**src/rtl/sctc_pkg.sv**
```systemverilog
`default_nettype none

package sctc_pkg;

  localparam int ADDR_BITS     = 32;
  localparam int TABLE_ENTRIES = 64;

  localparam int OP_BITS  = 3;
  localparam int MSG_BITS = 2;
  localparam int BOB_BITS = 4;
  localparam int REG_BITS = 2;

  localparam logic [OP_BITS-1:0] OP_BUS_READ_MISS  = 3'd0;
  localparam logic [OP_BITS-1:0] OP_BUS_WRITE      = 3'd1;
  localparam logic [OP_BITS-1:0] OP_LOCAL_WRITE    = 3'd2;
  localparam logic [OP_BITS-1:0] OP_LOCAL_READ     = 3'd3;
  localparam logic [OP_BITS-1:0] OP_LOCAL_WB       = 3'd4;

  localparam logic [MSG_BITS-1:0] MSG_NONE       = 2'd0;
  localparam logic [MSG_BITS-1:0] MSG_READ_MISS  = 2'd1;
  localparam logic [MSG_BITS-1:0] MSG_WRITE_MISS = 2'd2;

  localparam logic [REG_BITS-1:0] REG_COHERENT_ENABLE      = 2'd0;
  localparam logic [REG_BITS-1:0] REG_FIRST_LEVEL_PRESENT  = 2'd1;
  localparam logic [REG_BITS-1:0] REG_SECOND_LEVEL_PRESENT = 2'd2;
  localparam logic [REG_BITS-1:0] REG_BLOCK_OFFSET_BITS    = 2'd3;

  // Running summary handed from one cell to the next.
  typedef struct packed {
    logic free_before;
    logic hit;
    logic hit_excl;
  } cell_link_t;

  // Command broadcast to every cell.
  typedef struct packed {
    logic                 update;
    logic [ADDR_BITS-1:0] block;
    logic                 inval;
    logic                 set_excl;
    logic                 clr_excl;
    logic                 alloc;
    logic                 alloc_excl;
  } cell_cmd_t;

endpackage

`default_nettype wire

```
**src/rtl/sctc_cell.sv**
```systemverilog
`default_nettype none

module sctc_cell (
  input  wire                           clk,
  input  wire                           rst,
  input  wire                           query_valid,
  input  wire  [sctc_pkg::ADDR_BITS-1:0] query_block,
  input  wire  sctc_pkg::cell_cmd_t     cmd,
  input  wire  sctc_pkg::cell_link_t    link_in,
  output sctc_pkg::cell_link_t          link_out
);

  logic                          valid;
  logic [sctc_pkg::ADDR_BITS-1:0] block;
  logic                          excl;
  logic                          hit;
  logic                          free;
  logic                          take;

  assign hit  = query_valid && valid && (block == query_block);
  assign free = !valid;
  // Lowest free slot: free here and nothing free below.
  assign take = cmd.update && cmd.alloc && free && !link_in.free_before;

  always_comb begin
    link_out.free_before = link_in.free_before | free;
    link_out.hit         = link_in.hit | hit;
    link_out.hit_excl    = link_in.hit_excl | (hit & excl);
  end

  always_ff @(posedge clk) begin
    if (rst) begin
      valid <= 1'b0;
    end else if (cmd.update) begin
      if (hit && cmd.inval) begin
        valid <= 1'b0;
      end else if (take) begin
        valid <= 1'b1;
      end
    end
  end

  always_ff @(posedge clk) begin
    if (take) begin
      block <= cmd.block;
      excl  <= cmd.alloc_excl;
    end else if (cmd.update && hit) begin
      if (cmd.set_excl) begin
        excl <= 1'b1;
      end else if (cmd.clr_excl) begin
        excl <= 1'b0;
      end
    end
  end

endmodule

`default_nettype wire

```
**src/rtl/sctc_chain.sv**
```systemverilog
`default_nettype none

module sctc_chain (
  input  wire                           clk,
  input  wire                           rst,
  input  wire                           query_valid,
  input  wire  [sctc_pkg::ADDR_BITS-1:0] query_block,
  input  wire  sctc_pkg::cell_cmd_t     cmd,
  output sctc_pkg::cell_link_t          summary
);

  sctc_pkg::cell_link_t links [sctc_pkg::TABLE_ENTRIES+1];

  assign links[0] = '0;

  for (genvar i = 0; i < sctc_pkg::TABLE_ENTRIES; i++) begin : g_cell
    sctc_cell u_cell (
      .clk         (clk),
      .rst         (rst),
      .query_valid (query_valid),
      .query_block (query_block),
      .cmd         (cmd),
      .link_in     (links[i]),
      .link_out    (links[i+1])
    );
  end

  assign summary = links[sctc_pkg::TABLE_ENTRIES];

endmodule

`default_nettype wire

```
**src/rtl/snoop_coherence_tag_controller_top.sv**
```systemverilog
`default_nettype none

// Snooping write-invalidate coherence tag keeper. Each request (bus read miss,
// bus write miss or hit, local write, local read miss, local write-back) is
// matched against a row of 64 tag cells, each holding one block address with
// a shared/exclusive mark; the cells hand a running hit/free summary to their
// neighbor so the row answers combinationally and the lowest free cell takes a
// new block. A request is first registered with its block address, then matched
// across the cell row with the tag update once the output register can take its
// result; no new request is taken until the held one has executed. The next
// request is taken while a result still waits in the output register. Exactly
// one result leaves for every request. All cells are empty after reset; no
// clearing pass is needed. Configuration must be written through the cfg channel
// (always ready) only while the block is idle; the block does not enforce it.

module snoop_coherence_tag_controller_top (
  input  wire         clk,
  input  wire         rst,
  // request stream
  input  wire         s_axis_tvalid,
  output logic        s_axis_tready,
  // [31:0] address, [32] first_level_holds, [33] second_level_holds, [39:34] zero
  input  wire  [39:0] s_axis_tdata,
  // [2:0] opcode
  input  wire  [2:0]  s_axis_tuser,
  // result stream
  output logic        m_axis_tvalid,
  input  wire         m_axis_tready,
  // [31:0] message_block, [32] write_back, [64:33] write_back_addr,
  // [65] invalidate_first, [66] invalidate_second, [67] table_overflow, [71:68] zero
  output logic [71:0] m_axis_tdata,
  // [1:0] bus_message
  output logic [1:0]  m_axis_tuser,
  // configuration writes
  input  wire         cfg_valid,
  output logic        cfg_ready,
  input  wire  [1:0]  cfg_index,
  input  wire  [3:0]  cfg_data
);

  localparam int AW = sctc_pkg::ADDR_BITS;

  // Configuration registers.
  logic                            coherent_enable;
  logic                            first_level_present;
  logic                            second_level_present;
  logic [sctc_pkg::BOB_BITS-1:0]   block_offset_bits;

  // Pending request stage.
  logic                            pend;
  logic [sctc_pkg::OP_BITS-1:0]    req_op;
  logic [AW-1:0]                   req_addr;
  logic [AW-1:0]                   req_block;
  logic                            req_h1;
  logic                            req_h2;

  // Output register.
  logic [sctc_pkg::MSG_BITS-1:0]   out_msg;
  logic [AW-1:0]                   out_mblk;
  logic                            out_wb;
  logic [AW-1:0]                   out_wba;
  logic                            out_inv1;
  logic                            out_inv2;
  logic                            out_ovf;

  logic [sctc_pkg::MSG_BITS-1:0]   out_msg_next;
  logic [AW-1:0]                   out_mblk_next;
  logic                            out_wb_next;
  logic [AW-1:0]                   out_wba_next;
  logic                            out_inv1_next;
  logic                            out_inv2_next;
  logic                            out_ovf_next;

  logic                            accept;
  logic                            fire;
  logic [AW-1:0]                   in_addr;
  logic [AW-1:0]                   block_mask;
  logic                            addr_nz;
  logic                            excl_ok;

  sctc_pkg::cell_cmd_t             cmd;
  sctc_pkg::cell_link_t            summary;

  assign cfg_ready     = 1'b1;
  assign s_axis_tready = !pend;
  assign accept        = s_axis_tvalid && s_axis_tready;
  // Execute the held request once the output register can take its result.
  assign fire          = pend && (!m_axis_tvalid || m_axis_tready);

  assign in_addr = s_axis_tdata[AW-1:0];

  // Clear the block offset bits only when some cache defines a block.
  always_comb begin
    if (first_level_present || second_level_present) begin
      block_mask = ~((AW'(1) << block_offset_bits) - AW'(1));
    end else begin
      block_mask = '1;
    end
  end

  always_ff @(posedge clk) begin
    if (rst) begin
      coherent_enable      <= 1'b1;
      first_level_present  <= 1'b1;
      second_level_present <= 1'b1;
      block_offset_bits    <= sctc_pkg::BOB_BITS'(6);
    end else if (cfg_valid && cfg_ready) begin
      case (cfg_index)
        sctc_pkg::REG_COHERENT_ENABLE:      coherent_enable      <= cfg_data[0];
        sctc_pkg::REG_FIRST_LEVEL_PRESENT:  first_level_present  <= cfg_data[0];
        sctc_pkg::REG_SECOND_LEVEL_PRESENT: second_level_present <= cfg_data[0];
        sctc_pkg::REG_BLOCK_OFFSET_BITS:    block_offset_bits    <= cfg_data;
        default: ;
      endcase
    end
  end

  // Hold the request and its block address until it executes.
  always_ff @(posedge clk) begin
    if (rst) begin
      pend <= 1'b0;
    end else if (accept) begin
      pend <= 1'b1;
    end else if (fire) begin
      pend <= 1'b0;
    end
  end

  always_ff @(posedge clk) begin
    if (accept) begin
      req_op    <= s_axis_tuser;
      req_addr  <= in_addr;
      req_block <= in_addr & block_mask;
      req_h1    <= s_axis_tdata[AW];
      req_h2    <= s_axis_tdata[AW+1];
    end
  end

  sctc_chain u_chain (
    .clk         (clk),
    .rst         (rst),
    .query_valid (pend),
    .query_block (req_block),
    .cmd         (cmd),
    .summary     (summary)
  );

  assign addr_nz = (req_addr != '0);

  // Decide the result and the cell command from the row summary.
  always_comb begin
    cmd            = '0;
    cmd.update     = fire;
    cmd.block      = req_block;
    out_msg_next   = sctc_pkg::MSG_NONE;
    out_mblk_next  = '0;
    out_wb_next    = 1'b0;
    out_wba_next   = '0;
    out_inv1_next  = 1'b0;
    out_inv2_next  = 1'b0;
    out_ovf_next   = 1'b0;
    excl_ok        = 1'b0;
    case (req_op)
      sctc_pkg::OP_BUS_READ_MISS: begin
        // Demote an exclusive block to shared with a write-back.
        if (addr_nz && summary.hit_excl) begin
          out_wb_next  = 1'b1;
          out_wba_next = req_addr;
          cmd.clr_excl = 1'b1;
        end
      end
      sctc_pkg::OP_BUS_WRITE: begin
        if (addr_nz && summary.hit) begin
          cmd.inval = 1'b1;
          if (first_level_present) begin
            out_inv1_next = req_h1;
            out_inv2_next = second_level_present && req_h2;
            excl_ok       = req_h1 || (second_level_present && req_h2);
            if (summary.hit_excl && excl_ok) begin
              out_wb_next  = 1'b1;
              out_wba_next = req_addr;
            end
          end
        end
      end
      sctc_pkg::OP_LOCAL_WRITE: begin
        if (coherent_enable && addr_nz) begin
          if (summary.hit) begin
            // Post a write miss only when exclusivity is gained.
            if (!summary.hit_excl) begin
              out_msg_next  = sctc_pkg::MSG_WRITE_MISS;
              out_mblk_next = req_block;
              cmd.set_excl  = 1'b1;
            end
          end else begin
            out_msg_next   = sctc_pkg::MSG_WRITE_MISS;
            out_mblk_next  = req_block;
            cmd.alloc      = 1'b1;
            cmd.alloc_excl = 1'b1;
            out_ovf_next   = !summary.free_before;
          end
        end
      end
      sctc_pkg::OP_LOCAL_READ, sctc_pkg::OP_LOCAL_WB: begin
        if (coherent_enable) begin
          if (summary.hit) begin
            cmd.clr_excl = 1'b1;
          end else begin
            cmd.alloc    = 1'b1;
            out_ovf_next = !summary.free_before;
          end
          if (req_op == sctc_pkg::OP_LOCAL_READ) begin
            out_msg_next  = sctc_pkg::MSG_READ_MISS;
            out_mblk_next = req_block;
          end
        end
      end
      default: ;
    endcase
  end

  // Advance the result into the output register; drop valid once taken.
  always_ff @(posedge clk) begin
    if (rst) begin
      m_axis_tvalid <= 1'b0;
    end else if (fire) begin
      m_axis_tvalid <= 1'b1;
    end else if (m_axis_tready) begin
      m_axis_tvalid <= 1'b0;
    end
  end

  always_ff @(posedge clk) begin
    if (fire) begin
      out_msg  <= out_msg_next;
      out_mblk <= out_mblk_next;
      out_wb   <= out_wb_next;
      out_wba  <= out_wba_next;
      out_inv1 <= out_inv1_next;
      out_inv2 <= out_inv2_next;
      out_ovf  <= out_ovf_next;
    end
  end

  assign m_axis_tuser = out_msg;
  assign m_axis_tdata = {4'b0000, out_ovf, out_inv2, out_inv1, out_wba, out_wb, out_mblk};

endmodule

`default_nettype wire
```
**config.mk**
```make
export PLATFORM = sky130hd
export DESIGN_NAME = snoop_coherence_tag_controller_top
export DESIGN_NICKNAME = d
export VERILOG_FILES = /design/src/rtl/sctc_pkg.sv /design/src/rtl/sctc_cell.sv /design/src/rtl/sctc_chain.sv /design/src/rtl/snoop_coherence_tag_controller_top.sv
export SDC_FILE = /design/constraint.sdc
export NUM_CORES = 2
export LEC_CHECK = 0
export ABC_AREA = 1
export BUFFER_PORTS_ARGS = -buffer_cell sky130_fd_sc_hd__buf_2
export CORE_UTILIZATION = 48
export DETAILED_ROUTE_END_ITERATION = 8
export PLACE_DENSITY = 0.68
export SETUP_SLACK_MARGIN = 0.2
export SYNTH_ARGS = -nofsm -noshare
export SYNTH_HDL_FRONTEND = slang
export SYNTH_HIERARCHICAL = 1
export SYNTH_SLANG_ARGS = --single-unit
```
**constraint.sdc**
```tcl
create_clock -name clk -period 18.1 [get_ports clk]
set_input_delay 1.81 -clock clk [delete_from_list [all_inputs] [get_ports clk]]
set_output_delay 1.81 -clock clk [all_outputs]
set_load 0.1 [all_outputs]
```
==> key figures <==
Floorplan
  • Initial Utilization: 48.3%
  • # rows: 181
  • Ports: 131
  • Die area: 247000 µm²
  • Die H: 497 µm
  • Placeable Area: 243000 µm²
  • Die X: 497 µm

Setup path
  • WS Path Type: register to register
  • Highest cell delay on the worst timing path: 1.18 ns
  • Worst Setup Start Kind: register
  • CP max FO: 70
  • Worst reg2reg path depth: 77
  • Slowest cell on the critical path: edfxtp_1
  • CP endpoint kind: register
  • Worst endpoint data arrival time: 17.48 ns
  • RR Startpoint: req_block[11]$_DFFE_PP_
  • Crit-path most repeated cell: a21o_1
  • R2R Path End: u_chain/g_cell[19].u_cell/block[21]$_DFFE_PP_
  • Reg2reg setup slack: 1.18 ns
  • Req. time, crit path: 18.66 ns

CTS
  • Cts repair resizes: 0
  • CTS Buf Count: 237
  • Clk slew on worst S/H paths: 0.07 ns
  • Post-cts hold buffer count: 0
  • Clk buf depth: 3
  • H-Tree Depth: 4
  • CTS tree: built
  • Clock Latency Late Sink: 0.90 ns
  • Post-CTS setup buffers: 0
  • Clock Sinks: 2324
  • Root Buffer: clkbuf_16

Global route
  • Total grt overflow: 0
  • First-pass GRT wire length: 473 mm
  • Initial antenna violation count: 21
  • Pin count of the biggest net entering global routing: 100
  • GRT Resource Usage Total: 25.2%
  • Vias in the first global route: 78600

Placed design
  • I/O Buffers: 119
  • Hpwl dp: 197 mm
  • GP Congestion: 0.846

Yosys
  • Area fraction of the dominant cell type after synthesis: 57.4%
  • Post-Syn Instances: 13300
  • Post-synth EDFFs: 2251
  • Post-synth cell types: 34
  • Most common cell in the netlist: nand2_1
  • Most frequently used flop master after synthesis: edfxtp_1
  • Post-synthesis cell area: 118000 µm²
  • Commonest cells in the netlist: nand2_1 (4455), inv_1 (2731), edfxtp_1 (2251), nor2_1 (1514), xnor2_1 (448)
  • Sequential fraction of the synthesis area: 58.7%
  • FFs w/ async S/R, synth: 0%
  • YS warnings: 6
  • Largest area contributor in the netlist: edfxtp_1
  • Number of synthesized register bits: 2324
  • Synth area leaders: edfxtp_1 (57%), nand2_1 (14%), inv_1 (8.7%)
  • Post-synthesis average cell area: 8.82 µm²

Cells and area
  • Fill count: 21300
  • Share of layout cells above drive strength 1: 9.92%
  • Seq. cell area: 69100 µm²
  • Area Overhead vs Synth: 12.2%
  • Multi-input logic area: 37300 µm²
  • Final nets: 14000
  • Final core occ: 54.2%

Run
  • Maxcap violations: 0

Timing
  • Min Tclk post-route: 16.92 ns
  • Relative slew slack: 16.3%
  • Unrepaired setup endpoints after global routing: false
  • Final period utilization: 93.5%
  • Clk_skew: 0.0474 ns
  • # setup viols final: 0
  • F_max: 0.0591 GHz
  • Final Hold Violating Endpoints: 0
  • Setup tns final: 0 ns
  • Pins Over Slew Limit: 0
  • Worst-margin pin slew: 1.26 ns
  • Min Hold Slack: 0.520 ns

Worst hold path
  • HP Class: register to register
  • Hold EP: m_axis_tvalid$_SDFFE_PP0P_
  • Hold path cells: 2
  • HP Start: m_axis_tvalid$_SDFFE_PP0P_

Power
  • Comb pwr share: 9.1%
  • Max VDD drop: 0.000104 V
  • P_sw: 2.94 mW
  • PD cells: 89.4 nW/µm²
  • Leak Pwr: 61.4 nW
  • Clock power frac: 40.2%
  • Total Power: 11.8 mW
  • Net Sw Frac: 24.9%
  • Sequential power share: 50.7%
  • Internal power: 8.87 mW

Detailed routing
  • Detailed Route Iter0 Violations: 8536
  • Post-route ant nets: 0
  • Drt pass-1 iters: 6
  • Wire length per cell: 18.1 µm
  • Total wire length: 314 mm
  • Via/cell ratio: 4.93
  • Post-route DRC violation count: 0
  • Via count: 85600

Run status
  • Status: finished, final reports clean
[power by group through the flow]
stage               sequential (mW)  clock [mW]  combinational (mW)
floorplan                      6.31           0               0.526
global placement               6.10           0                1.05
detailed placement             6.11           0                1.07
CTS                            5.99        4.82                1.07
global route                   5.99        5.02                1.17
finish                         5.99        4.75                1.07
[routing by layer]
layer | track usage (%) | vias to the layer above | wire [µm]
met5 | 0 | - | 84
li1 | - | 42400 | -
met3 | 3.01 | 528 | 22900
met1 | 34.6 | 39800 | 135000
met4 | 9.09 | 14 | 11400
met2 | 41.2 | 2878 | 145000
[worst max-delay path by stage]
stage | from | end | slack, ns | depth (start not counted)
after floorplan | req_block[28]$_DFFE_PP_ | u_chain/g_cell[0].u_cell/excl$_DFFE_PP_ | 3.03 | 79
after global placement | req_block[11]$_DFFE_PP_ | u_chain/g_cell[19].u_cell/block[21]$_DFFE_PP_ | 1.60 | 77
after detailed placement | req_block[11]$_DFFE_PP_ | u_chain/g_cell[19].u_cell/block[21]$_DFFE_PP_ | 1.49 | 77
after CTS | req_block[11]$_DFFE_PP_ | u_chain/g_cell[19].u_cell/block[21]$_DFFE_PP_ | 1.42 | 77
after global routing | req_block[11]$_DFFE_PP_ | u_chain/g_cell[19].u_cell/block[21]$_DFFE_PP_ | 0.81 | 77
final | req_block[11]$_DFFE_PP_ | u_chain/g_cell[19].u_cell/block[21]$_DFFE_PP_ | 1.18 | 77
[stage by stage]
stage          instance area, µm²  worst slack, ns  std cells
2_1_floorplan              118000             3.03      13400
3_3_place_gp               125000             1.60      16900
3_5_place_dp               125000             1.49      16900
4_1_cts                    132000             1.42      17400
5_1_grt                    132000            0.813      17400
6_report                   132000             1.18      17400
[worst max-delay path, delay by kind of cell (launching register included)]
family	cells	cell delay (ns)
AO/OA/AOI/OAI	65	11.55
AND/OR/NAND/NOR	8	2.21
buffers and inverters	4	1.42
flip-flops	1	1.18
[cell families after synthesis]
kind of cell / count (synthesis) / share of synthesized area (%)
xor gates and xnor gates: 448 / 3.33
other: 3 / 0.00957
adders and majority gates: 2 / 0.0213
buffers and inverters: 3000 / 9.67
AOI/OAI and AO/OA: 511 / 2.80
and+or+nand+nor: 7057 / 25.5
DFF: 2324 / 58.7
[cell usage in the layout (no fill, tap or decap), types with 3 or more instances in the layout]
master     instances
o22ai_1          128
buf_2            118
nor2_4            67
clkinv_1          56
buf_12            23
or2_1            128
xnor2_1          448
conb_1             9
buf_4            292
clkbuf_1          77
nor2_2           130
nand3_1          242
o21a_1            66
nor2_1          1511
clkinv_16          3
nand2_4            3
dfxtp_1           71
nand4_1          167
clkinv_8           3
nor3b_1           28
inv_1           2730
and3_1            64
a21oi_1           10
o21bai_1          64
nand2_1         4451
inv_6              3
edfxtp_1        2251
bufinv_16         11
o21ai_0          138
nand2_2           65
clkbuf_8          14
nor3_1             8
diode_2            3
clkbuf_16        241
clkinv_2          35
nand3_2          192
inv_2            196
a21boi_0          37
a21o_1            63
[sequential cells by signal, indices dropped and copies added (netlist names), 2 cells and up]
name                         cells
block_offset_bits                4
m_axis_tuser                     2
out_mblk                        32
out_wba                         32
req_addr                        32
req_block                       32
req_op                           3
u_chain/g_cell.u_cell/block   2048
u_chain/g_cell.u_cell/excl      64
u_chain/g_cell.u_cell/valid     64
[area by class of cell]
cell class / instances / area share, %
sequential: 2324 / 52.3
multi-input combinational: 8027 / 28.3
inverter: 2927 / 8.32
clock buffer: 332 / 4.93
tap: 3202 / 3.03
timing repair buffer: 433 / 2.46
clock inverter: 114 / 0.694
antenna: 3 / 0.00568
Note: power is estimated with default switching activity, not from simulation.
